==> config.mk <==
export PLATFORM = sky130hd
export DESIGN_NAME = avgpw_seq
export DESIGN_NICKNAME = d
export VERILOG_FILES = /design/src/hdl/avgpw_pkg.sv /design/src/hdl/avgpw_seq.sv
export SDC_FILE = /design/constraint.sdc
export NUM_CORES = 1
export LEC_CHECK = 0
export ABC_AREA = 1
export BUFFER_PORTS_ARGS = -buffer_cell sky130_fd_sc_hd__buf_2
export CAP_MARGIN = 30
export CORE_ASPECT_RATIO = 0.7
export CORE_MARGIN = 2
export CORE_UTILIZATION = 54
export CTS_BUF_LIST = sky130_fd_sc_hd__clkbuf_16
export DETAILED_ROUTE_END_ITERATION = 6
export GPL_ROUTABILITY_DRIVEN = 1
export PLACE_DENSITY_LB_ADDON = 0.05
export SLEW_MARGIN = 0
export SYNTH_ARGS = -nofsm -noshare
export SYNTH_HDL_FRONTEND = slang
export SYNTH_SLANG_ARGS = --single-unit
==> constraint.sdc <==
create_clock -name clk -period 5 [get_ports clk]
set_input_delay 1 -clock clk [delete_from_list [all_inputs] [get_ports clk]]
set_output_delay 1 -clock clk [all_outputs]
set_load 0.05 [all_outputs]
==> src/hdl/avgpw_pkg.sv <==
// Shared types and constants for the average pooling window block.
// No dependencies; every other file of the block but avgpw_ram imports this package.
package avgpw_pkg;

    localparam int MAX_KERNEL   = 8;
    localparam int MAX_WIDTH    = 256;
    localparam int MAX_CHANNELS = 64;
    localparam int MAX_HEIGHT   = 256;
    localparam int SAMPLE_W     = 16;

    localparam int KERN_W   = 4;
    localparam int STRIDE_W = 4;
    localparam int DIM_W    = 9;
    localparam int CHCFG_W  = 7;
    localparam int CFG_W    = 9;
    localparam int CFG_IDX_W = 3;

    localparam int ROW_W  = 8;
    localparam int COL_W  = 8;
    localparam int CH_W   = 6;
    localparam int KIDX_W = $clog2(MAX_KERNEL);

    localparam int STORE_DEPTH = MAX_KERNEL * MAX_WIDTH * MAX_CHANNELS;
    localparam int ADDR_W      = $clog2(STORE_DEPTH);

    localparam int ACC_W  = SAMPLE_W + 2 * KIDX_W;
    localparam int DIV_W  = 7;
    localparam int STEP_W = 5;

    localparam logic [STEP_W-1:0] POS_LAST = STEP_W'(ROW_W - 1);
    localparam logic [STEP_W-1:0] SUM_LAST = STEP_W'(ACC_W - 1);

    typedef enum logic [CFG_IDX_W-1:0] {
        CFG_KERNEL   = 3'd0,
        CFG_STRIDE_R = 3'd1,
        CFG_STRIDE_C = 3'd2,
        CFG_HEIGHT   = 3'd3,
        CFG_WIDTH    = 3'd4,
        CFG_CHANNELS = 3'd5,
        CFG_LAYOUT   = 3'd6
    } cfg_index_t;

    typedef struct packed {
        logic [KERN_W-1:0]   kernel;
        logic [STRIDE_W-1:0] stride_r;
        logic [STRIDE_W-1:0] stride_c;
        logic [DIM_W-1:0]    height;
        logic [DIM_W-1:0]    width;
        logic [CHCFG_W-1:0]  chans;
        logic                layout;
        logic [DIV_W-1:0]    area;
    } cfg_t;

    typedef enum logic [2:0] {
        ARITH_NOP      = 3'd0,
        ARITH_CLEAR    = 3'd1,
        ARITH_ACCUM    = 3'd2,
        ARITH_LOAD_EXT = 3'd3,
        ARITH_LOAD_ACC = 3'd4,
        ARITH_STEP     = 3'd5
    } arith_op_t;

    typedef struct packed {
        arith_op_t                  op;
        logic [ACC_W-1:0]           dividend;
        logic [DIV_W-1:0]           divisor;
        logic signed [SAMPLE_W-1:0] data;
    } arith_cmd_t;

    typedef struct packed {
        logic [ACC_W-1:0] quotient;
        logic             negative;
        logic             rem_zero;
    } arith_stat_t;

endpackage

==> src/hdl/avgpw_seq.sv <==
// Sequencer: position counters, stride checks, window reads and the output
// register. Depends on avgpw_pkg and drives avgpw_arith and the line store.
module avgpw_seq
    import avgpw_pkg::*;
(
    input  logic                       clk,
    input  logic                       rst_n,
    input  cfg_t                       cfg,
    input  logic                       in_valid,
    output logic                       in_stall,
    input  logic signed [SAMPLE_W-1:0] sample,
    input  logic                       frame_start,
    output logic                       out_valid,
    input  logic                       out_stall,
    output logic signed [SAMPLE_W-1:0] average,
    output logic [ROW_W-1:0]           out_row,
    output logic [COL_W-1:0]           out_col,
    output logic [CH_W-1:0]            out_channel,
    output logic                       ram_wr_en,
    output logic [ADDR_W-1:0]          ram_wr_addr,
    output logic                       ram_rd_en,
    output logic [ADDR_W-1:0]          ram_rd_addr,
    input  logic [SAMPLE_W-1:0]        ram_rd_data,
    output arith_cmd_t                 cmd,
    input  arith_stat_t                stat
);

    typedef enum logic [12:0] {
        S_IDLE     = 13'b0000000000001,
        S_ROW_LOAD = 13'b0000000000010,
        S_ROW_DIV  = 13'b0000000000100,
        S_ROW_CHK  = 13'b0000000001000,
        S_COL_LOAD = 13'b0000000010000,
        S_COL_DIV  = 13'b0000000100000,
        S_COL_CHK  = 13'b0000001000000,
        S_CLEAR    = 13'b0000010000000,
        S_READ     = 13'b0000100000000,
        S_DRAIN    = 13'b0001000000000,
        S_SUM_LOAD = 13'b0010000000000,
        S_SUM_DIV  = 13'b0100000000000,
        S_EMIT     = 13'b1000000000000
    } state_t;

    state_t state_reg, state_next;

    logic [ROW_W-1:0]  row_cnt_reg, row_cnt_next;
    logic [COL_W-1:0]  col_cnt_reg, col_cnt_next;
    logic [CH_W-1:0]   ch_cnt_reg, ch_cnt_next;
    logic [STEP_W-1:0] step_reg, step_next;
    logic [KIDX_W-1:0] ki_reg, ki_next;
    logic [KIDX_W-1:0] kj_reg, kj_next;
    logic              rd_pend_reg, rd_pend_next;
    logic              out_valid_reg, out_valid_next;

    logic [ROW_W-1:0]           r0_reg;
    logic [COL_W-1:0]           c0_reg;
    logic [CH_W-1:0]            cur_ch_reg;
    logic [ROW_W-1:0]           orow_reg;
    logic [COL_W-1:0]           ocol_reg;
    logic signed [SAMPLE_W-1:0] average_reg;
    logic [ROW_W-1:0]           out_row_reg;
    logic [COL_W-1:0]           out_col_reg;
    logic [CH_W-1:0]            out_ch_reg;

    logic              accept;
    logic              emit_fire;
    logic              window_ok;
    logic              last_tap;
    logic [ROW_W-1:0]  base_r;
    logic [COL_W-1:0]  base_c;
    logic [CH_W-1:0]   base_ch;
    logic [DIM_W-1:0]  nr, ncl;
    logic [CHCFG_W-1:0] nch;
    logic [KIDX_W-1:0] km1;
    logic [KIDX_W-1:0] tap_row;
    logic [COL_W-1:0]  tap_col;
    logic [SAMPLE_W-1:0] avg_mag;
    logic [SAMPLE_W-1:0] avg_val;

    assign accept    = in_valid && (state_reg == S_IDLE);
    assign in_stall  = (state_reg != S_IDLE);
    assign emit_fire = (state_reg == S_EMIT) && (!out_valid_reg || !out_stall);

    assign base_r  = frame_start ? '0 : row_cnt_reg;
    assign base_c  = frame_start ? '0 : col_cnt_reg;
    assign base_ch = frame_start ? '0 : ch_cnt_reg;

    assign window_ok = (({1'b0, base_r} + 9'd1) >= {5'b0, cfg.kernel})
                    && (({1'b0, base_c} + 9'd1) >= {5'b0, cfg.kernel});

    always_comb
    begin
        nr  = {1'b0, base_r};
        ncl = {1'b0, base_c};
        nch = {1'b0, base_ch};
        if (!cfg.layout)
        begin
            nch = nch + 7'd1;
            if (nch >= cfg.chans)
            begin
                nch = '0;
                ncl = ncl + 9'd1;
                if (ncl >= cfg.width)
                begin
                    ncl = '0;
                    nr  = nr + 9'd1;
                    if (nr >= cfg.height)
                    begin
                        nr = '0;
                    end
                end
            end
        end
        else
        begin
            ncl = ncl + 9'd1;
            if (ncl >= cfg.width)
            begin
                ncl = '0;
                nr  = nr + 9'd1;
                if (nr >= cfg.height)
                begin
                    nr  = '0;
                    nch = nch + 7'd1;
                    if (nch >= cfg.chans)
                    begin
                        nch = '0;
                    end
                end
            end
        end
        if (nch >= cfg.chans)
        begin
            nch = '0;
        end
        if (ncl >= cfg.width)
        begin
            ncl = '0;
        end
        if (nr >= cfg.height)
        begin
            nr = '0;
        end
    end

    assign km1      = KIDX_W'(cfg.kernel - 4'd1);
    assign last_tap = (ki_reg == km1) && (kj_reg == km1);
    assign tap_row  = r0_reg[KIDX_W-1:0] + ki_reg;
    assign tap_col  = c0_reg + {{(COL_W-KIDX_W){1'b0}}, kj_reg};

    assign ram_wr_en   = accept;
    assign ram_wr_addr = {base_r[KIDX_W-1:0], base_c, base_ch};
    assign ram_rd_en   = (state_reg == S_READ);
    assign ram_rd_addr = {tap_row, tap_col, cur_ch_reg};

    assign avg_mag = stat.quotient[SAMPLE_W-1:0];
    assign avg_val = stat.negative ? SAMPLE_W'(~avg_mag + 1'b1) : avg_mag;

    always_comb
    begin
        cmd.op       = ARITH_NOP;
        cmd.dividend = {r0_reg, {(ACC_W-ROW_W){1'b0}}};
        cmd.divisor  = {{(DIV_W-STRIDE_W){1'b0}}, cfg.stride_r};
        cmd.data     = ram_rd_data;
        unique case (state_reg)
            S_ROW_LOAD:
            begin
                cmd.op = ARITH_LOAD_EXT;
            end
            S_COL_LOAD:
            begin
                cmd.op       = ARITH_LOAD_EXT;
                cmd.dividend = {c0_reg, {(ACC_W-COL_W){1'b0}}};
                cmd.divisor  = {{(DIV_W-STRIDE_W){1'b0}}, cfg.stride_c};
            end
            S_ROW_DIV, S_COL_DIV, S_SUM_DIV:
            begin
                cmd.op = ARITH_STEP;
            end
            S_CLEAR:
            begin
                cmd.op = ARITH_CLEAR;
            end
            S_READ:
            begin
                cmd.op = rd_pend_reg ? ARITH_ACCUM : ARITH_NOP;
            end
            S_DRAIN:
            begin
                cmd.op = ARITH_ACCUM;
            end
            S_SUM_LOAD:
            begin
                cmd.op      = ARITH_LOAD_ACC;
                cmd.divisor = cfg.area;
            end
            S_IDLE, S_ROW_CHK, S_COL_CHK, S_EMIT:
            begin
                cmd.op = ARITH_NOP;
            end
        endcase
    end

    always_comb
    begin
        state_next     = state_reg;
        row_cnt_next   = row_cnt_reg;
        col_cnt_next   = col_cnt_reg;
        ch_cnt_next    = ch_cnt_reg;
        step_next      = step_reg;
        ki_next        = ki_reg;
        kj_next        = kj_reg;
        rd_pend_next   = 1'b0;
        out_valid_next = out_valid_reg;
        if (out_valid_reg && !out_stall)
        begin
            out_valid_next = 1'b0;
        end
        unique case (state_reg)
            S_IDLE:
            begin
                if (accept)
                begin
                    row_cnt_next = nr[ROW_W-1:0];
                    col_cnt_next = ncl[COL_W-1:0];
                    ch_cnt_next  = nch[CH_W-1:0];
                    if (window_ok)
                    begin
                        state_next = S_ROW_LOAD;
                    end
                end
            end
            S_ROW_LOAD, S_COL_LOAD, S_SUM_LOAD:
            begin
                step_next = '0;
                if (state_reg == S_ROW_LOAD)
                begin
                    state_next = S_ROW_DIV;
                end
                else if (state_reg == S_COL_LOAD)
                begin
                    state_next = S_COL_DIV;
                end
                else
                begin
                    state_next = S_SUM_DIV;
                end
            end
            S_ROW_DIV:
            begin
                step_next = step_reg + 5'd1;
                if (step_reg == POS_LAST)
                begin
                    state_next = S_ROW_CHK;
                end
            end
            S_COL_DIV:
            begin
                step_next = step_reg + 5'd1;
                if (step_reg == POS_LAST)
                begin
                    state_next = S_COL_CHK;
                end
            end
            S_ROW_CHK:
            begin
                state_next = stat.rem_zero ? S_COL_LOAD : S_IDLE;
            end
            S_COL_CHK:
            begin
                state_next = stat.rem_zero ? S_CLEAR : S_IDLE;
            end
            S_CLEAR:
            begin
                ki_next    = '0;
                kj_next    = '0;
                state_next = S_READ;
            end
            S_READ:
            begin
                rd_pend_next = 1'b1;
                if (kj_reg == km1)
                begin
                    kj_next = '0;
                    ki_next = ki_reg + 3'd1;
                end
                else
                begin
                    kj_next = kj_reg + 3'd1;
                end
                if (last_tap)
                begin
                    state_next = S_DRAIN;
                end
            end
            S_DRAIN:
            begin
                state_next = S_SUM_LOAD;
            end
            S_SUM_DIV:
            begin
                step_next = step_reg + 5'd1;
                if (step_reg == SUM_LAST)
                begin
                    state_next = S_EMIT;
                end
            end
            S_EMIT:
            begin
                if (emit_fire)
                begin
                    out_valid_next = 1'b1;
                    state_next     = S_IDLE;
                end
            end
        endcase
    end

    always_ff @(posedge clk or negedge rst_n)
    begin
        if (!rst_n)
        begin
            state_reg     <= S_IDLE;
            row_cnt_reg   <= '0;
            col_cnt_reg   <= '0;
            ch_cnt_reg    <= '0;
            step_reg      <= '0;
            ki_reg        <= '0;
            kj_reg        <= '0;
            rd_pend_reg   <= 1'b0;
            out_valid_reg <= 1'b0;
        end
        else
        begin
            state_reg     <= state_next;
            row_cnt_reg   <= row_cnt_next;
            col_cnt_reg   <= col_cnt_next;
            ch_cnt_reg    <= ch_cnt_next;
            step_reg      <= step_next;
            ki_reg        <= ki_next;
            kj_reg        <= kj_next;
            rd_pend_reg   <= rd_pend_next;
            out_valid_reg <= out_valid_next;
        end
    end

    always_ff @(posedge clk)
    begin
        if (accept)
        begin
            r0_reg     <= base_r + 8'd1 - {4'b0, cfg.kernel};
            c0_reg     <= base_c + 8'd1 - {4'b0, cfg.kernel};
            cur_ch_reg <= base_ch;
        end
        if (state_reg == S_ROW_CHK)
        begin
            orow_reg <= stat.quotient[ROW_W-1:0];
        end
        if (state_reg == S_COL_CHK)
        begin
            ocol_reg <= stat.quotient[COL_W-1:0];
        end
        if (emit_fire)
        begin
            average_reg <= avg_val;
            out_row_reg <= orow_reg;
            out_col_reg <= ocol_reg;
            out_ch_reg  <= cur_ch_reg;
        end
    end

    assign out_valid   = out_valid_reg;
    assign average     = average_reg;
    assign out_row     = out_row_reg;
    assign out_col     = out_col_reg;
    assign out_channel = out_ch_reg;

endmodule

After elaboration in Yosys (flattened, before gate mapping)

Cells that the tools add are included.

Register bits: 124
Word-level logic and storage cells: 127

Order comparisons: 8
Mux-type cells: 43
Equality and inequality tests: 26
$add $sub $neg: 14
Reduce and logical (&&, ||, !) cells: 17
Bitwise logic cells: 1

Operators by type and width:

| kind                    | number |
|---|---|
| $pmux W13 S11           | 1 |
| $mux W13                | 7 |
| $mux W9                 | 7 |
| $mux W8                 | 5 |
| $ge A9 B9 Y1            | 4 |
| $mux W7                 | 4 |
| $mux W12                | 2 |
| $mux W22                | 1 |
| $pmux W3 S7             | 1 |
| $add A8 B1 Y9 const B   | 2 |
| $ge A9 B4 Y1            | 2 |
| $add A16 B1 Y16 const B | 1 |
| $add A8 B1 Y8 const B   | 2 |
| $mux W16                | 1 |
| $not A16 Y16            | 1 |
| $sub A8 B4 Y8           | 2 |
| $ge A7 B7 Y1            | 2 |
| $pmux W7 S2             | 1 |
| $eq A13 B1 Y1 const B   | 1 |
| $eq A13 B10 Y1 const B  | 1 |
| $eq A13 B11 Y1 const B  | 1 |
| $eq A13 B12 Y1 const B  | 1 |
| $eq A13 B13 Y1 const B  | 1 |
| $eq A13 B2 Y1 const B   | 1 |
| 35 further kinds        | 57 |

Longest topological paths before layout

Word-level depth: 9
Mapped depth: 28
Mapped depth without buffers: 27

Worst setup path before layout

No wires, ideal clock.

Kind: input-to-reg
Start: input port frame_start
End: register ch_cnt_reg[0]
Path buffers: 1
Stages: 21
Arrival time: 5.049 ns
Setup slack: -0.115 ns
Required time: 4.934 ns
Cells stage by stage: buf_6 nor2_1 ha_1 nand3_1 nor2_1 nand3_1 nand2_1 inv_1 ha_1 a21oi_1 o21a_1 nand4_1 nand2_1 nand2_2 and3_1 ha_1 a21oi_1 o21ai_0 a211oi_1 nand3_1 nand2_1

Elaborated cells between the ends (all ways): 15

RTL lines:

| item                 | RTL line         | source |
|---|---|---|
| start, declared      | avgpw_seq.sv:12  | `input logic frame_start,` |
| $mux W8 (*)          | avgpw_seq.sv:85  | `assign base_c = frame_start ? '0 : col_cnt_reg;` |
| net ram_wr_addr[6]   | avgpw_seq.sv:20  | `output logic [ADDR_W-1:0] ram_wr_addr,` |
| $add A8 B1 Y9 (*)    | avgpw_seq.sv:116 | `ncl = ncl + 9'd1;` |
| $ge A9 B9 Y1 (*)     | avgpw_seq.sv:117 | `if (ncl >= cfg.width)` |
| $mux W7 (*)          | avgpw_seq.sv:117 |  |
| $mux W7 (*)          | avgpw_seq.sv:96  | `if (!cfg.layout)` |
| $ge A7 B7 Y1         | avgpw_seq.sv:132 | `if (nch >= cfg.chans)` |
| $mux W6 (*)          | avgpw_seq.sv:132 |  |
| end signal, assigned | avgpw_seq.sv:338 | `ch_cnt_reg <= ch_cnt_next;` |
| end, declared        | avgpw_seq.sv:48  | `logic [CH_W-1:0] ch_cnt_reg, ch_cnt_next;` |

The timed path passes the listed nets; every way through them passes the cells marked *.
A chain may end at the register's enable or synchronous reset.

Final worst setup path

Start: input port frame_start
End: register row_cnt_reg[2]

Cells in the longest elaborated chain, start to end: 9
Elaborated cells between the ends (all ways): 15

Ends and longest elaborated chain:

| item                 | RTL line                           | source |
|---|---|---|
| $mux W8              | avgpw_seq.sv:84                    | `assign base_r = frame_start ? '0 : row_cnt_reg;` |
| $add A8 B1 Y9        | avgpw_seq.sv:106, avgpw_seq.sv:120 |  |
| $ge A9 B9 Y1         | avgpw_seq.sv:107, avgpw_seq.sv:121 |  |
| $mux W9              | avgpw_seq.sv:107, avgpw_seq.sv:121 |  |
| $mux W9              | avgpw_seq.sv:103, avgpw_seq.sv:117 |  |
| $mux W9              | avgpw_seq.sv:99                    | `if (nch >= cfg.chans)` |
| $mux W9 (*)          | avgpw_seq.sv:96                    |  |
| $ge A9 B9 Y1         | avgpw_seq.sv:140                   | `if (nr >= cfg.height)` |
| $mux W8 (*)          | avgpw_seq.sv:140                   |  |
| end signal, assigned | avgpw_seq.sv:336                   | `row_cnt_reg <= row_cnt_next;` |
| end, declared        | avgpw_seq.sv:46                    | `logic [ROW_W-1:0] row_cnt_reg, row_cnt_next;` |

Mark *: on every way between the ends. The rest lies on a longest branch, timed or not.

==> impl_metrics.py <==
metrics = {
    "timing": {
        "final.min_clock_period_ps": 4590,
        "finalSetupViolCount": 0,
        "relSlewSlack_pct": 53.4,
        "whs_ps": 418,
        "maxSlewViolCount": 0,
        "fin_worst_skew_ps": 13.4,
        "tns_ps": 0,
        "worstMarginPinSlew_ps": 696,
        "rsz0062_at_grt": "no",
        "period_share_pct": 91.9,
        "final-hold-violation-count": 0,
        "fmax_mhz": 218,
    },
    "pwr": {
        "power_leakage_nw": 5.70,
        "power_density_mw_per_mm2": 317,
        "ir_drop_uv": 185,
    },
    "clock_tree": {
        "post_cts_buffers": 0,
        "clk_latency_ps": 430,
        "cts_root_buf": "clkbuf_16",
        "cts_resized": 0,
        "cts_tree": "yes",
        "htreeDepth": 4,
        "ctsHoldBuffers": 0,
        "cts.sinks": 124,
        "cts_buffers": 17,
        "clk_pin_slew_ps": 60,
        "clk_path_buf_depth": 2,
    },
    "global_routing": {
        "grt_pass1_wl_mm": 34.1,
        "grt_use_total_pct": 25.1,
        "grt_pass1_vias": 6766,
        "overflow": 0,
        "antenna_found_initial": 1,
        "grt_max_degree": 49,
    },
    "drt": {
        "routed-via-count": 7458,
        "final_antenna_net_count": 0,
        "met3_length_mm": 1.50,
        "drcViolationCount": 0,
        "wl_per_cell_um": 14.2,
        "totalWireLength_mm": 21.1,
        "wl_met2_mm": 8.71,
        "wl_met1_mm": 10.5,
        "vias_per_cell": 5.00,
        "top_layer": "met5",
        "first_pass_iters": 5,
        "drt_iter0_drc": 500,
    },
    "die": {
        "initial_core_util_pct": 54.8,
        "ioPinCount": 230,
        "die_y_um": 111,
        "placementRows": 39,
        "die_w_um": 157,
        "dieArea_mm2": 0.0174,
        "core_area_mm2": 0.0162,
    },
    "setup_path": {
        "start_kind": "primary input",
        "critPathMaxFanout": 9,
        "crit_required_ps": 5360,
        "startpoint": "frame_start",
        "r2r-start": "col_cnt_reg[0]$_DFFE_PN0P_",
        "path_class": "primary input to flop",
        "worstReg2RegEnd": "row_cnt_reg[2]$_DFFE_PN0P_",
        "r2r_cells": 24,
        "r2r_setup_slack_ps": 940,
        "cp_data_arrival_time_ps": 4960,
        "cp-end-kind": "flop",
    },
    "logic_synthesis": {
        "synth_area_leaders": "edfxtp_1, ha_1, dfrtp_1, nand2_1, inv_1",
        "yosysTopAreaCellShare_pct": 25.8,
        "yosys_most_used_dff": "edfxtp_1",
        "yosys_warnings": 0,
        "synth_seq_area_share_pct": 39.4,
        "syn_area_per_cell_um2": 8.43,
        "syn_area_mm2": 0.00885,
        "synth_cells": 1050,
        "synthArstFlopShare_pct": 38.7,
        "synth_edf_count": 76,
        "ys_types": 45,
        "ys_ff_latch": 124,
        "yosys.area.top_type": "edfxtp_1",
    },
    "min_path": {
        "min_from": "ocol_reg[6]$_DFFE_PN_",
        "min_path_type": "flop to flop",
        "min_path_cells": 0,
        "worstHoldEndpoint": "out_col[6]$_DFFE_PP_",
    },
    "place": {
        "io_buffers": 161,
        "placed_cells": 1461,
        "place_congestion": 0.892,
        "placed_cell_area_mm2": 0.0101,
        "dp_hpwl_mm": 17.0,
    },
    "layout": {
        "final_core_util_pct": 66.4,
        "n_fill_cell": 1412,
        "final_area_mm2": 0.0107,
        "multi_input_area_mm2": 0.00450,
        "layout-drive-gt1-share_pct": 23.8,
        "syn2layout_area_growth_pct": 21.3,
        "register_area_mm2": 0.00348,
        "largest_reg_flops": 16,
        "final_cells": 1493,
        "fin_nets": 1462,
        "diodes": 0,
    },
    "run": {
        "maxCapViolCount": 0,
    },
    "outcome": {
        "status": "finished clean",
    },
}
cell type report:
class	instances	area share (%)
flip-flops and latches	124	32.5
clock buffers	17	3.97
repair buffers	212	11.4
multi-input cells	731	41.9
clock inverters	15	1.62
well taps	225	2.62
inverters	169	5.94
cell usage in the layout, fill, tap and decap left out, drive strengths merged:
master    instances
o21a              2
nand3            84
nand3b            6
a211oi            3
clkbuf           17
a31oi             1
nor4              2
nand2           244
ha               97
nor2             99
o31ai             2
nor3b             1
nor3             16
and2              1
fa                4
conb             14
o21ai            32
dfstp             1
o21bai            1
dfrtp            47
clkinv            4
o22ai             9
clkinvlp          1
a31o              1
o2111ai           2
nand4            17
and3              2
edfxtp           76
a21oi            40
inv             178
xnor2            12
bufinv            1
xor2             39
buf             212
critical path, cell delays in order:
cell       delay, ps
buf_2            170
buf_12           170
nor2_2           140
ha_1             180
nand3_1           80
nor2_1           170
nand3_1          110
nand2_1          160
inv_1             60
ha_1             290
a21oi_1          150
o21a_1           120
nand4_1          190
nand2_2          200
buf_4            160
nand2_1           50
nand2_1          120
ha_1             270
a21oi_1          170
o21ai_0          100
nand2_1           60
o2111ai_1         90
nor2_1           480
nand3_1          170
nand2_1           80
kinds of logic (layout without fill, tap and decap cells):
kind of cell	count (synthesis)	after routing	synth area share (%)
XOR/XNOR	51	51	5.22
AO/OA/AOI/OAI	93	93	5.76
other	1	14	0.0424
flip-flops	124	124	39.4
AND/OR/NAND/NOR	472	472	24.6
buffers and inverters	208	413	10.4
adder cells (fa/ha/maj)	101	101	14.6
where the power goes:
| group | internal (mW) | switching, mW |
|---|---|---|
| logic | 0.313 | 0.640 |
| registers | 1.17 | 0.0450 |
| clock network | 0.712 | 0.523 |
per-stage QoR:
| stage | total power [mW] | setup slack [ps] |
|---|---|---|
| finish | 3.40 | 406 |
| global route | 3.60 | 125 |
| CTS | 3.41 | 479 |
| detailed placement | 2.18 | 53.1 |
| global placement | 2.16 | 158 |
| floorplan | 1.94 | 21.3 |
per-layer routing:
metal / up-vias / track usage (%)
li1: 3817 / -
met1: 3359 / 37.6
met2: 246 / 35.9
met3: 34 / 5.20
met4: 2 / 8.50
met5: - / 0
how the worst max path moves through the flow:
stage                                       to  slack (ps)  cells past startpoint
finish              row_cnt_reg[2]$_DFFE_PN0P_         410                     25
global route        col_cnt_reg[0]$_DFFE_PN0P_         130                     27
CTS                 row_cnt_reg[0]$_DFFE_PN0P_         480                     25
detailed placement  row_cnt_reg[0]$_DFFE_PN0P_          50                     25
global placement    row_cnt_reg[0]$_DFFE_PN0P_         160                     25
floorplan           col_cnt_reg[3]$_DFFE_PN0P_          20                     22
cells in the mapped netlist (4+ instances only):
| master | n |
|---|---|
| nand3_1 | 80 |
| fa_1 | 4 |
| o21ai_1 | 7 |
| xnor2_1 | 12 |
| ha_1 | 97 |
| nand3_2 | 4 |
| nor2_1 | 84 |
| nor2_2 | 7 |
| nand4_1 | 14 |
| a21oi_1 | 40 |
| o22ai_1 | 9 |
| o21ai_0 | 25 |
| nor2_4 | 6 |
| nand2_2 | 14 |
| xor2_1 | 37 |
| inv_2 | 11 |
| edfxtp_1 | 76 |
| dfrtp_1 | 47 |
| nand3b_1 | 6 |
| nor3_1 | 14 |
| buf_4 | 30 |
| inv_1 | 157 |
| nand2_1 | 228 |
No activity file was read; power rests on OpenSTA's default activity.
