--- config.mk ---
export PLATFORM = sky130hd
export DESIGN_NAME = avgpw_arith
export DESIGN_NICKNAME = d
export VERILOG_FILES = /design/src/hdl/avgpw_pkg.sv /design/src/hdl/avgpw_arith.sv
export SDC_FILE = /design/constraint.sdc
export NUM_CORES = 1
export LEC_CHECK = 0
export BUFFER_PORTS_ARGS = -buffer_cell sky130_fd_sc_hd__buf_2
export CAP_MARGIN = 25
export CORE_ASPECT_RATIO = 0.9
export CORE_MARGIN = 2
export CORE_UTILIZATION = 49
export DETAILED_ROUTE_END_ITERATION = 10
export HOLD_SLACK_MARGIN = 0.05
export PLACE_DENSITY = 0.72
export SYNTH_ARGS = -nofsm -noshare
export SYNTH_HDL_FRONTEND = slang
export SYNTH_SLANG_ARGS = --single-unit
--- constraint.sdc ---
create_clock -name clk -period 5.8 [get_ports clk]
set_input_delay 0 -clock clk [delete_from_list [all_inputs] [get_ports clk]]
set_output_delay 0 -clock clk [all_outputs]
set_load 0.05 [all_outputs]
--- src/hdl/avgpw_pkg.sv ---
// Shared types and constants for the average pooling window block.
// No dependencies; every other file of the block but avgpw_ram imports this package.
package avgpw_pkg;

    localparam int MAX_KERNEL   = 8;
    localparam int MAX_WIDTH    = 256;
    localparam int MAX_CHANNELS = 64;
    localparam int MAX_HEIGHT   = 256;
    localparam int SAMPLE_W     = 16;

    localparam int KERN_W   = 4;
    localparam int STRIDE_W = 4;
    localparam int DIM_W    = 9;
    localparam int CHCFG_W  = 7;
    localparam int CFG_W    = 9;
    localparam int CFG_IDX_W = 3;

    localparam int ROW_W  = 8;
    localparam int COL_W  = 8;
    localparam int CH_W   = 6;
    localparam int KIDX_W = $clog2(MAX_KERNEL);

    localparam int STORE_DEPTH = MAX_KERNEL * MAX_WIDTH * MAX_CHANNELS;
    localparam int ADDR_W      = $clog2(STORE_DEPTH);

    localparam int ACC_W  = SAMPLE_W + 2 * KIDX_W;
    localparam int DIV_W  = 7;
    localparam int STEP_W = 5;

    localparam logic [STEP_W-1:0] POS_LAST = STEP_W'(ROW_W - 1);
    localparam logic [STEP_W-1:0] SUM_LAST = STEP_W'(ACC_W - 1);

    typedef enum logic [CFG_IDX_W-1:0] {
        CFG_KERNEL   = 3'd0,
        CFG_STRIDE_R = 3'd1,
        CFG_STRIDE_C = 3'd2,
        CFG_HEIGHT   = 3'd3,
        CFG_WIDTH    = 3'd4,
        CFG_CHANNELS = 3'd5,
        CFG_LAYOUT   = 3'd6
    } cfg_index_t;

    typedef struct packed {
        logic [KERN_W-1:0]   kernel;
        logic [STRIDE_W-1:0] stride_r;
        logic [STRIDE_W-1:0] stride_c;
        logic [DIM_W-1:0]    height;
        logic [DIM_W-1:0]    width;
        logic [CHCFG_W-1:0]  chans;
        logic                layout;
        logic [DIV_W-1:0]    area;
    } cfg_t;

    typedef enum logic [2:0] {
        ARITH_NOP      = 3'd0,
        ARITH_CLEAR    = 3'd1,
        ARITH_ACCUM    = 3'd2,
        ARITH_LOAD_EXT = 3'd3,
        ARITH_LOAD_ACC = 3'd4,
        ARITH_STEP     = 3'd5
    } arith_op_t;

    typedef struct packed {
        arith_op_t                  op;
        logic [ACC_W-1:0]           dividend;
        logic [DIV_W-1:0]           divisor;
        logic signed [SAMPLE_W-1:0] data;
    } arith_cmd_t;

    typedef struct packed {
        logic [ACC_W-1:0] quotient;
        logic             negative;
        logic             rem_zero;
    } arith_stat_t;

endpackage

--- src/hdl/avgpw_arith.sv ---
// Shared arithmetic unit: one adder serves window accumulation, magnitude
// and restoring division steps. Depends on avgpw_pkg.
module avgpw_arith
    import avgpw_pkg::*;
(
    input  logic        clk,
    input  arith_cmd_t  cmd,
    output arith_stat_t stat
);

    logic [ACC_W-1:0] acc_reg, acc_next;
    logic [ACC_W-1:0] quo_reg, quo_next;
    logic [DIV_W-1:0] dsr_reg, dsr_next;
    logic             neg_reg, neg_next;

    logic [ACC_W+1:0] add_a, add_b, add_y;
    logic             add_sub;
    logic [ACC_W:0]   trial;

    assign trial = {acc_reg, quo_reg[ACC_W-1]};
    assign add_y = add_a + (add_sub ? ~add_b : add_b) + {{(ACC_W+1){1'b0}}, add_sub};

    always_comb
    begin
        add_a   = '0;
        add_b   = '0;
        add_sub = 1'b0;
        case (cmd.op)
            ARITH_ACCUM:
            begin
                add_a = {{2{acc_reg[ACC_W-1]}}, acc_reg};
                add_b = {{(ACC_W+2-SAMPLE_W){cmd.data[SAMPLE_W-1]}}, cmd.data};
            end
            ARITH_LOAD_ACC:
            begin
                add_b   = {{2{acc_reg[ACC_W-1]}}, acc_reg};
                add_sub = acc_reg[ACC_W-1];
            end
            ARITH_STEP:
            begin
                add_a   = {1'b0, trial};
                add_b   = {{(ACC_W+2-DIV_W){1'b0}}, dsr_reg};
                add_sub = 1'b1;
            end
            default:
            begin
                add_sub = 1'b0;
            end
        endcase
    end

    always_comb
    begin
        acc_next = acc_reg;
        quo_next = quo_reg;
        dsr_next = dsr_reg;
        neg_next = neg_reg;
        case (cmd.op)
            ARITH_CLEAR:
            begin
                acc_next = '0;
            end
            ARITH_ACCUM:
            begin
                acc_next = add_y[ACC_W-1:0];
            end
            ARITH_LOAD_EXT:
            begin
                quo_next = cmd.dividend;
                acc_next = '0;
                dsr_next = cmd.divisor;
                neg_next = 1'b0;
            end
            ARITH_LOAD_ACC:
            begin
                quo_next = add_y[ACC_W-1:0];
                acc_next = '0;
                dsr_next = cmd.divisor;
                neg_next = acc_reg[ACC_W-1];
            end
            ARITH_STEP:
            begin
                if (add_y[ACC_W+1])
                begin
                    acc_next = trial[ACC_W-1:0];
                    quo_next = {quo_reg[ACC_W-2:0], 1'b0};
                end
                else
                begin
                    acc_next = add_y[ACC_W-1:0];
                    quo_next = {quo_reg[ACC_W-2:0], 1'b1};
                end
            end
            default:
            begin
                acc_next = acc_reg;
            end
        endcase
    end

    always_ff @(posedge clk)
    begin
        acc_reg <= acc_next;
        quo_reg <= quo_next;
        dsr_reg <= dsr_next;
        neg_reg <= neg_next;
    end

    assign stat.quotient = quo_reg;
    assign stat.negative = neg_reg;
    assign stat.rem_zero = (acc_reg == '0);

endmodule

# ---- After elaboration in Yosys (flattened, before gate mapping)
# Index checks and enable logic that the tools add are counted.
dict set report totals {
  output_inout_bits 24
  word_cells 27
  reg_bits 52
  ramBits 0
  latchBits 0
  memories 0
  mem_bits_ro 0
}
dict set report classes {
  n_reduce_logical 6
  shifts 0
  div_mod_pow 0
  mul 0
  n_mux 9
  order_cmp 0
  bitwise 1
  eq_ne 5
  addsub 2
}
# cell n
set ops {}
lappend ops {{$pmux 22 s3} 2}
lappend ops {{$pmux 24 s3} 1}
lappend ops {{$pmux 24 s2} 1}
lappend ops {{$add 24x1->24} 1}
lappend ops {{$add 24x24->24} 1}
lappend ops {{$mux 24} 1}
lappend ops {{$not 24->24} 1}
lappend ops {{$logic_not 22->1} 1}
lappend ops {{$mux 22} 1}
lappend ops {{$eq 3x2->1 const B} 2}
lappend ops {{$eq 3x3->1 const B} 2}
lappend ops {{$reduce_bool 3->1} 2}
lappend ops {{$pmux 1 s2} 2}
lappend ops {{$eq 3x1->1 const B} 1}
lappend ops {{$reduce_or 3->1} 1}
lappend ops {{$reduce_bool 2->1} 1}
lappend ops {{$reduce_or 2->1} 1}
lappend ops {{$mux 1} 1}

# ---- Longest topological paths before layout
# Gate-level depths: netlist (run 1).
dict set report depth {
  depth_word 8
  mapped_depth 18
  mapped_depth_nobuf 12
}

# ---- Worst setup path after synthesis (run 1)
# Ideal clock, no wire load.
dict set report synth_path {
  path_type {reg-to-reg}
  startpoint {register acc_reg[21]}
  endpoint {register acc_reg[17] (data pin)}
  path_stages_with_launch 17
  t_required_ns 5.544
  synth_period_minus_slack_ns 4.084
  t_arrival_ns 3.827
  slack_ns 1.716
  cell_sequence {edfxtp_1 > clkbuf_1 > buf_1 > xor2_1 > o21ai_0 > nand2_1 > ha_1 > nand4_1 > or3_1 > or4_1 > o21a_1 > or2_1 > buf_6 > and2_1 > buf_2 > buf_6 > a22o_1}
}
dict set report synth_via {
  elab_chain_len 7
  word_cells_on_any_way 9
  classes_between {add/sub: 2; mux: 6; bitwise: 1}
}
# element line
set synth_rtl {}
lappend synth_rtl {{start, declared} avgpw_arith.sv:11} ;# logic [ACC_W-1:0] acc_reg, acc_next;
lappend synth_rtl {{start signal, assigned} avgpw_arith.sv:103} ;# acc_reg <= acc_next;
lappend synth_rtl {{$pmux 24 s3} avgpw_arith.sv:28} ;# case (cmd.op)
lappend synth_rtl {{$not 24->24} avgpw_arith.sv:21} ;# assign add_y = add_a + (add_sub ? ~add_b : add_b) + {{(ACC_W+1){1'b0}}, add_sub};
lappend synth_rtl {{$mux 24} avgpw_arith.sv:21}
lappend synth_rtl {{$add 24x24->24} avgpw_arith.sv:21}
lappend synth_rtl {{$add 24x1->24 *} avgpw_arith.sv:21}
lappend synth_rtl {{$mux 22} avgpw_arith.sv:83} ;# if (add_y[ACC_W+1])
lappend synth_rtl {{$pmux 22 s3 *} avgpw_arith.sv:58} ;# case (cmd.op)
lappend synth_rtl {{via acc_next[17]} avgpw_arith.sv:11}
# The timed path passes the listed nets; every way through them passes the cells marked *.
# A chain may end at the register's enable or synchronous reset.

# ---- Final worst setup path (run 1)
dict set report layout_path {
  startpoint {register acc_reg[21]}
  endpoint {register acc_reg[5] (data pin)}
}
# The elaborated chain is that of the path after synthesis.

==> results.py, run 1 <==
metrics = {
    "outcome": {
        "status": "complete, no violations",
    },
    "worst_setup_path": {
        "timing.reg2reg.setup_slack_ns": 1.22,
        "crit_path_max_fanout": 14,
        "critPathBufInv": 1,
        "critPathTopFamily": "simple AND/OR/NAND/NOR gates",
        "crit_chain": "buf_16, xor2_1, o21ai_0, nand2_1, ha_1, nand4_1, or3_1, or4_1, o21a_1, or2_1, and2_1, a22o_1",
        "critPathLaunchType": "flop",
        "crit_path_end_kind": "flop",
        "critical_path_class": "flop to flop",
        "critPathSlowestCell": "edfxtp_1",
        "cp.required_ns": 5.89,
        "cp.arrival_ns": 4.66,
        "max_stage_delay_ns": 0.72,
    },
    "sta": {
        "max-slew-margin-rel_pct": 31.91,
        "post-route-period-util_pct": 78.90,
        "fmax_mhz": 218.5,
        "tns_ns": 0,
        "worstMarginPinSlew_ns": 1.019,
        "finClkSkew_ns": 0.006048,
        "drv_slew": 0,
        "timing.final.ws_setup_ns": 1.224,
        "setup_viol": 0,
        "final_hold_viol_count": 0,
        "fin_crit_ns": 4.576,
        "rsz0062_at_grt": "false",
    },
    "synthesis": {
        "synth_top_area_share_pct": 35.13,
        "syn_nets": 583,
        "synth_xor_area_share_pct": 7.881,
        "avgSynthCellArea_sq_um": 8.700,
        "synth-edff-count": 52,
        "yosysUniqueCellTypes": 59,
        "muxShareOfSynthArea_pct": 2.702,
        "synthArstFlopShare_pct": 0,
        "synth_top_cells_by_count": "nand2_1 (92), edfxtp_1 (52), o21ai_0 (41), a22o_1 (35), nor2_1 (33)",
        "syn-instance-count": 511,
        "synth_top_family_by_area": "compound AO/OA/AOI/OAI gates",
        "ys_seq_area_share_pct": 35.13,
        "synth_fa_ha_area_share_pct": 6.642,
        "syn-cell-area_sq_um": 4446,
        "synth_simple_gate_area_share_pct": 16.52,
        "yosys.area.top_type": "edfxtp_1",
        "synth.top_cells.by_area": "edfxtp_1 (35%), nand2_1 (7.8%), a22o_1 (6.9%)",
        "ys_ff_latch": 52,
        "synth_most_common_cell": "nand2_1",
        "synth_compound_area_share_pct": 26.71,
        "synth.yosys.warnings": 0,
        "synth-main-ff-cell": "edfxtp_1",
    },
    "drt": {
        "vias": 4518,
        "drt_iter0_markers": 455,
        "routed_wirelength_microns": 13740,
        "routedWlPerCell_microns": 19.22,
        "ant_nets": 0,
        "viasPerCell": 6.319,
        "drcViolationCount": 0,
        "firstDrtPassIters": 5,
    },
    "floorplan": {
        "io_pins": 73,
        "die_area_sq_um": 9851,
        "fp.coreArea_sq_um": 8688,
        "rows": 32,
        "die_w_microns": 104.4,
        "die_y_microns": 94.36,
        "initial_utilization_pct": 51.17,
    },
    "global_route": {
        "grt_max_degree": 34,
        "antenna_found_initial": 0,
        "grt_usage_pct": 28.54,
        "grt_overflow": 0,
        "grt_pass1_wl_microns": 22400,
        "grt_pass1_vias": 4335,
    },
    "placement": {
        "pre_cts_ws_ns": 1.282,
        "dp_hpwl_microns": 9680,
        "gp_congestion": 0.9570,
        "place_inst": 678,
        "port-buffer-count": 72,
    },
    "cells_and_area": {
        "nets": 667,
        "num-fill-cells": 765,
        "drive_above_1_share_pct": 16.78,
        "finalCoreUtilization_pct": 60.76,
        "diodes": 0,
        "area_delta_synth_final_pct": 18.74,
        "stdcell_count": 715,
    },
    "clock_tree": {
        "cts_resized": 0,
        "cts-buffers-inserted": 5,
        "cts_root_buffer": "clkbuf_8",
        "clock_sinks": 52,
        "clk_latency_ns": 0.32,
        "cts_max_path_buffers": 2,
        "cts_tree": "built",
        "cts_max_level": 2,
        "path_clk_slew_ns": 0.11,
    },
    "hold_path": {
        "holdCritPathClass": "input port to flop",
    },
    "power": {
        "power_mw": 1.129,
        "ir_drop_mv": 0.1562,
        "p_per_area_nw_per_um2": 213.9,
        "p_leak_nw": 2.353,
    },
    "run": {
        "drv_cap": 0,
    },
}
-- stage by stage --
step                      area (sq um)  hold WS (ns)
after floorplan                   4446       0.09887
after global placement            4871        0.1779
after detailed placement          4898        0.1781
after CTS                         5279        0.2050
after global routing              5279        0.2339
final                             5279        0.2185
-- routing by layer --
| metal | GRT usage, % | vias up | share of wire, % |
|---|---|---|---|
| li1 | - | 2060 | - |
| met1 | 38.49 | 2192 | 44 |
| met2 | 47.71 | 244 | 46 |
| met3 | 4.762 | 22 | 8.3 |
| met4 | 8.221 | 0 | 1.7 |
| met5 | 0 | - | 0 |
-- worst reg2reg max path, stage by stage, from the launching register on --
cell and delay [ns]:
edfxtp_1 0.72, buf_16 0.29, xor2_1 0.17, o21ai_0 0.18, nand2_1 0.09, ha_1 0.37, nand4_1 0.23, or3_1 0.45
or4_1 0.48, o21a_1 0.22, or2_1 0.38, and2_1 0.43, a22o_1 0.33
-- cell usage in the layout, fill, tap and decap left out, drive strengths merged, types with 3 or more instances in the layout --
cell type | synthesis | routed
xor2 | 26 | 26
a221oi | 3 | 3
o21bai | 3 | 3
edfxtp | 52 | 52
o21ai | 55 | 55
nor2 | 33 | 33
a22o | 35 | 35
ha | 22 | 22
dlygate4sd3 | 0 | 29
a21oi | 26 | 26
nor3 | 4 | 4
nor4 | 5 | 5
a31oi | 10 | 10
inv | 10 | 12
nor2b | 5 | 5
clkbuf | 21 | 6
o21a | 3 | 3
mux2i | 12 | 12
nand2 | 92 | 92
a31o | 3 | 3
and2 | 4 | 4
and3 | 3 | 3
nand3 | 8 | 8
or3 | 4 | 4
xnor2 | 14 | 14
a21o | 9 | 9
buf | 14 | 83
-- cell type report --
cell class	instances	area, sq um	area share [%]
repair buffers	112	753.2	14.27
multi-input cells	414	2688	50.91
flip-flops and latches	52	1562	29.58
clock inverters	2	17.52	0.3318
inverters	10	37.54	0.7111
clock buffers	6	72.57	1.375
well taps	119	148.9	2.821
-- where the power goes --
| group | total [mW] | internal, mW | switching, mW |
|---|---|---|---|
| clock | 0.234 | 0.0891 | 0.145 |
| sequential | 0.513 | 0.463 | 0.0492 |
| combinational | 0.383 | 0.146 | 0.237 |
-- logic make-up after synthesis --
kind of cell / count (synthesis)
xor gates and xnor gates: 40
adders and majority gates: 23
AOI/OAI and AO/OA: 172
muxes: 12
DFF: 52
and+or+nand+nor: 167
buffers and inverters: 45
-- repair_timing --
action                    CTS  global route
buffers inserted            0             0
hold buffers               29             0
hold endpoints to repair   29             0
-- path summary, 6_finish.rpt --
kind	depth (start not counted)	start	to
setup / recovery	12	acc_reg[21]	acc_reg[5]
hold / removal	3	cmd[47]	acc_reg[1]
setup reg to reg	12	acc_reg[21]	acc_reg[5]
hold reg to reg	2	quo_reg[17]	quo_reg[18]
No activity file was read; power rests on OpenSTA's default activity.
==> inputs of run 2 (changes only) <==
--- a/config.mk
+++ b/config.mk
@@ -12,7 +12,7 @@
 export CORE_UTILIZATION = 49
 export DETAILED_ROUTE_END_ITERATION = 10
 export HOLD_SLACK_MARGIN = 0.05
-export PLACE_DENSITY = 0.72
+export PLACE_DENSITY = 0.75
 export SYNTH_ARGS = -nofsm -noshare
 export SYNTH_HDL_FRONTEND = slang
 export SYNTH_SLANG_ARGS = --single-unit
==> constraint.sdc (replaced) <==
create_clock -name clk -period 3.7 [get_ports clk]
set_input_delay 0 -clock clk [delete_from_list [all_inputs] [get_ports clk]]
set_output_delay 0 -clock clk [all_outputs]
set_load 0.05 [all_outputs]
==> run 2 against run 1 <==
Net effect:
- routed wire length decreased by 1.0%
- cell count increased by 4.6%
- setup slack got worse by 1.2 ns
- power increased by 62%
- maximum frequency increased by 26%
- non-clock buffer count increased by 33
==> results.py, run 2 (synthesis gave the netlist of run 1 again) <==
metrics = {
    "outcome": {
        "status": "complete, no violations",
    },
    "clock_tree": {
        "cts_tree": "built",
        "clk_latency_ns": 0.32,
        "cts-buffers-inserted": 5,
        "path_clk_slew_ns": 0.11,
        "cts_root_buffer": "clkbuf_8",
        "cts_max_level": 2,
        "cts_max_path_buffers": 2,
        "clock_sinks": 52,
    },
    "drt": {
        "routed_wirelength_microns": 13600,
        "ant_nets": 0,
        "drt_iter0_markers": 232,
        "drcViolationCount": 0,
        "viasPerCell": 5.961,
        "vias": 4459,
        "firstDrtPassIters": 5,
        "routedWlPerCell_microns": 18.19,
    },
    "power": {
        "p_per_area_nw_per_um2": 316.2,
        "switchingPower_uw": 677.9,
        "p_sw_share_pct": 37.08,
        "p_comb_share_pct": 38.3,
        "clkPwrFrac_pct": 18.9,
        "ir_drop_mv": 0.2313,
        "internal_power_mw": 1.150,
        "p_leak_nw": 2.560,
        "p_seq_share_pct": 42.8,
    },
    "sta": {
        "finClkSkew_ns": 0.006635,
        "final_hold_viol_count": 0,
        "fin_crit_ns": 3.635,
        "max-slew-margin-rel_pct": 63.08,
        "fmax_mhz": 275.1,
        "worstMarginPinSlew_ns": 0.5518,
        "setup_viol": 0,
        "holdWs_ns": 0.06248,
        "tns_ns": 0,
        "post-route-period-util_pct": 98.24,
        "drv_slew": 0,
        "rsz0062_at_grt": "true",
    },
    "worst_setup_path": {
        "cp.required_ns": 3.78,
        "crit_path_end_kind": "flop",
        "crit_path_max_fanout": 4,
        "cp.arrival_ns": 3.72,
        "reg2reg_depth": 13,
        "critPathLaunchType": "flop",
        "r2r-start": "acc_reg[21]",
        "rr_endpoint": "quo_reg[20]",
        "timing.reg2reg.setup_slack_ns": 0.07,
        "critical_path_class": "flop to flop",
    },
    "hold_path": {
        "hold_start": "cmd[29]",
        "hold_depth": 3,
        "hold_end": "quo_reg[6]",
        "holdCritPathClass": "input port to flop",
    },
    "global_route": {
        "grt.met2_usage_pct": 49.13,
        "grt_overflow": 0,
        "grt_pass1_vias": 4346,
        "gr-usage-met1_pct": 37.60,
        "grtUsageMet3_pct": 3.175,
        "antenna_found_initial": 0,
        "grt_usage_pct": 27.85,
        "grt_max_degree": 34,
        "grt_pass1_wl_microns": 22030,
        "grt-busiest-layer": "met2",
    },
    "cells_and_area": {
        "final_cell_mix": "nand2_1 (91), buf_2 (72), edfxtp_1 (52)",
        "drive_above_1_share_pct": 26.55,
        "nets": 700,
        "finalCoreUtilization_pct": 66.56,
        "diodes": 0,
        "stdcell_count": 748,
        "area_delta_synth_final_pct": 30.09,
        "mostFrequentLayoutCell": "nand2_1",
    },
    "floorplan": {
        "rows": 32,
        "die_w_microns": 104.4,
        "initial_utilization_pct": 51.17,
        "die_area_sq_um": 9851,
        "die_y_microns": 94.36,
        "fp.coreArea_sq_um": 8688,
        "io_pins": 73,
    },
    "placement": {
        "port-buffer-count": 72,
        "gp_congestion": 0.8759,
        "dp_hpwl_microns": 9669,
        "place_inst": 713,
    },
    "run": {
        "drv_cap": 0,
    },
}
==> run 2: worst max-delay path, cell delays in order, from the launching register on <==
cell and delay (ns):
edfxtp_1 0.44, buf_6 0.16, or3_4 0.33, a22oi_2 0.17
a21oi_2 0.07, fa_2 0.41, a21o_1 0.20, a311oi_2 0.32
or3_4 0.21, a31oi_4 0.08, a21o_1 0.23, o41ai_4 0.36
xnor2_2 0.15, a31o_2 0.25
==> run 2: final cells by class <==
| class | instances | area, sq um |
|---|---|---|
| fill | 725 | 2905 |
| clock inverter | 3 | 23.77 |
| sequential | 52 | 1562 |
| timing repair buffer | 145 | 1031 |
| tap | 119 | 148.9 |
| inverter | 10 | 37.54 |
| clock buffer | 5 | 68.82 |
| multi-input combinational | 414 | 2912 |
==> run 2: power groups by stage <==
| stage | Combinational (mW) | Sequential (mW) | Clock (mW) |
|---|---|---|---|
| 6_report | 0.700 | 0.783 | 0.345 |
| 5_1_grt | 0.754 | 0.791 | 0.372 |
| 4_1_cts | 0.660 | 0.782 | 0.349 |
| 3_5_place_dp | 0.634 | 0.795 | 0 |
| 3_3_place_gp | 0.618 | 0.792 | 0 |
| 2_1_floorplan | 0.381 | 0.844 | 0 |
==> run 2: worst max path at each step <==
stage	startpoint	endpoint	slack (ns)	depth (start not counted)
2_1_floorplan	acc_reg[21]	acc_reg[17]	0.0002	16
3_3_place_gp	acc_reg[21]	quo_reg[20]	-0.08	13
3_5_place_dp	acc_reg[21]	quo_reg[20]	-0.10	13
4_1_cts	acc_reg[21]	quo_reg[20]	0.03	13
5_1_grt	acc_reg[21]	quo_reg[20]	-0.09	13
6_report	acc_reg[21]	quo_reg[20]	0.07	13
==> run 2: per-stage QoR <==
| stage | total power [mW] | setup WS, ns | instance area, sq um |
|---|---|---|---|
| after floorplan | 1.225 | 0.0001730 | 4576 |
| after global placement | 1.410 | -0.08289 | 5274 |
| after detailed placement | 1.429 | -0.1009 | 5274 |
| after CTS | 1.791 | 0.02567 | 5619 |
| after global routing | 1.916 | -0.08518 | 5783 |
| final | 1.828 | 0.06520 | 5783 |
==> run 2: what timing repair did <==
item | in CTS | in global routing
gates resized for setup | 4 | 25
pin swaps | 1 | 14
gates cloned | 0 | 0
setup endpoints to repair | 18 | 26
endpoints found under the hold margin | 23 | 0
hold buffers | 23 | 0
buffers inserted | 0 | 3
==> run 2: metal layers <==
layer	up-vias	part of all wire [%]
met5	-	0
met4	0	1.1
met3	17	5.8
met2	187	50
met1	2135	43
li1	2120	-
==> inputs of run 3 (changes only) <==
--- a/config.mk
+++ b/config.mk
@@ -12,6 +12,7 @@
 export CORE_UTILIZATION = 49
 export DETAILED_ROUTE_END_ITERATION = 10
 export HOLD_SLACK_MARGIN = 0.05
+export MAX_ROUTING_LAYER = met4
 export PLACE_DENSITY = 0.75
 export SYNTH_ARGS = -nofsm -noshare
 export SYNTH_HDL_FRONTEND = slang
==> run 3 against run 2 <==
Net effect:
- clock skew is 0.0027 ns higher
- power up 2.7%
- setup slack improved by 0.053 ns
- cell count is 0.13% higher
- via count is 0.22% lower
- first-iteration DRC count is 50% higher
- register-to-register slack improved by 0.05 ns
- sequential share of layout area is essentially flat
- clock power rose by 17%
- flip-flop and latch count stayed put
- die area unchanged
- sequential power about the same
- largest power group unchanged
==> results.py, run 3 (synthesis gave the netlist of run 1 again) <==
metrics = {
    "power": {
        "p_seq_share_pct": 41.7,
        "p_sw_share_pct": 35.54,
        "internal_power_mw": 1.211,
        "clkPwrFrac_pct": 21.4,
        "p_per_area_nw_per_um2": 325.3,
        "switchingPower_uw": 667.3,
        "p_comb_share_pct": 36.8,
        "p_leak_nw": 2.564,
        "power_mw": 1.878,
        "ir_drop_mv": 0.2127,
    },
    "worst_setup_path": {
        "cp.arrival_ns": 3.66,
        "crit_path_max_fanout": 5,
        "cp.required_ns": 3.78,
        "crit_chain": "buf_4, or3_1, a22oi_1, a21oi_1, fa_2, a21o_1, a311oi_2, or3_4, a31oi_2, a21o_1, o41ai_4, xnor2_2, a31o_2",
        "timing.reg2reg.setup_slack_ns": 0.12,
        "critical_path_class": "flop to flop",
        "cp_common_cell": "a21o_1",
        "reg2reg_depth": 13,
        "max_stage_delay_ns": 0.41,
        "crit_path_end_kind": "flop",
        "critPathLaunchType": "flop",
        "critPathSlowestCell": "edfxtp_1",
    },
    "sta": {
        "worstMarginPinSlew_ns": 0.9380,
        "max-slew-margin-rel_pct": 37.32,
        "final_hold_viol_count": 0,
        "drv_slew": 0,
        "holdWs_ns": 0.04953,
        "finClkSkew_ns": 0.009340,
        "fmax_mhz": 279.2,
        "fin_crit_ns": 3.582,
        "setup_viol": 0,
        "post-route-period-util_pct": 96.81,
        "rsz0062_at_grt": "true",
    },
    "floorplan": {
        "io_pins": 73,
        "die_w_microns": 104.4,
        "fp.coreArea_sq_um": 8688,
        "die_area_sq_um": 9851,
        "rows": 32,
        "die_y_microns": 94.36,
        "initial_utilization_pct": 51.17,
    },
    "placement": {
        "dp_hpwl_microns": 9775,
        "gp_congestion": 0.8877,
        "port-buffer-count": 72,
        "place_area_sq_um": 5281,
    },
    "cells_and_area": {
        "nets": 701,
        "final_cell_mix": "nand2_1 (91), buf_2 (72), edfxtp_1 (52)",
        "regArea_sq_um": 1562,
        "drive_above_1_share_pct": 26.51,
        "design_area_sq_um": 5773,
        "multi_input_area_sq_um": 2903,
        "diodes": 0,
        "num-fill-cells": 722,
        "mostFrequentLayoutCell": "nand2_1",
        "area_delta_synth_final_pct": 29.86,
    },
    "drt": {
        "viasPerCell": 5.940,
        "routedWlPerCell_microns": 18.32,
        "routed_wirelength_microns": 13720,
        "ant_nets": 0,
        "drcViolationCount": 0,
        "firstDrtPassIters": 4,
        "vias": 4449,
        "drt_iter0_markers": 348,
    },
    "global_route": {
        "grt_usage_pct": 28.83,
        "grt_pass1_wl_microns": 22010,
        "grt_overflow": 0,
        "antenna_found_initial": 0,
        "grt_max_degree": 43,
        "grt_pass1_vias": 4399,
    },
    "clock_tree": {
        "cts_root_buffer": "clkbuf_8",
        "clk_latency_ns": 0.31,
        "clock_sinks": 52,
        "path_clk_slew_ns": 0.10,
        "cts_max_level": 2,
        "cts_max_path_buffers": 2,
        "cts-buffers-inserted": 5,
        "cts_tree": "built",
    },
    "run": {
        "drv_cap": 0,
    },
    "outcome": {
        "status": "complete, no violations",
    },
    "hold_path": {
        "hold_depth": 3,
        "holdCritPathClass": "input port to flop",
    },
}
## run 3: final timing paths
path | endpoint | startpoint
hold reg to reg | quo_reg[18] | quo_reg[17]
hold / removal | quo_reg[9] | cmd[32]
setup reg to reg | quo_reg[20] | acc_reg[21]
setup / recovery | quo_reg[20] | acc_reg[21]
## run 3: power by group through the flow
stage / registers [mW] / clock network, mW / logic [mW]
floorplan: 0.844 / 0 / 0.381
global placement: 0.794 / 0 / 0.621
detailed placement: 0.794 / 0 / 0.636
CTS: 0.782 / 0.403 / 0.661
global route: 0.790 / 0.424 / 0.747
finish: 0.784 / 0.402 / 0.692
## run 3: repair_timing
item,CTS,global route
hold endpoints to repair,23,0
gates resized for setup,3,22
pin swaps,1,11
endpoints found under the setup margin,11,22
buffers inserted,0,4
hold buffers,23,0
## run 3: metal layers
metal | global-route usage [%] | up-vias | part of all wire [%]
met4 | 6.532 | 0 | 1.9
met5 | - | - | 0
li1 | - | 2125 | -
met2 | 49.46 | 185 | 49
met3 | 3.796 | 26 | 6.1
met1 | 36.73 | 2113 | 43
## run 3: through the flow
step | instances | util (%) | setup TNS (ns) | worst slack [ns]
finish | 749 | 66.45 | 0 | 0.1182
global route | 749 | 66.45 | -0.006638 | -0.006426
CTS | 745 | 64.85 | 0 | 0.02216
detailed placement | 714 | 60.79 | -0.09366 | -0.08053
global placement | 714 | 60.79 | -0.03143 | -0.03143
floorplan | 511 | - | 0 | 0.0001730
## run 3: layout make-up
class,count,share of cell area (%)
clock buffer,6,1.257
clock inverter,2,0.6068
inverter,10,0.6502
multi-input combinational,414,50.28
sequential,52,27.05
tap,119,2.579
timing repair buffer,146,17.58
## run 3: critical path, delay by kind of cell, from the launching register on
family,cells,cell delay (ns)
AO/OA/AOI/OAI,8,1.70
AND/OR/NAND/NOR,2,0.58
flip-flops,1,0.41
adder cells (fa/ha/maj),1,0.35
buffers and inverters,1,0.18
XOR/XNOR,1,0.14
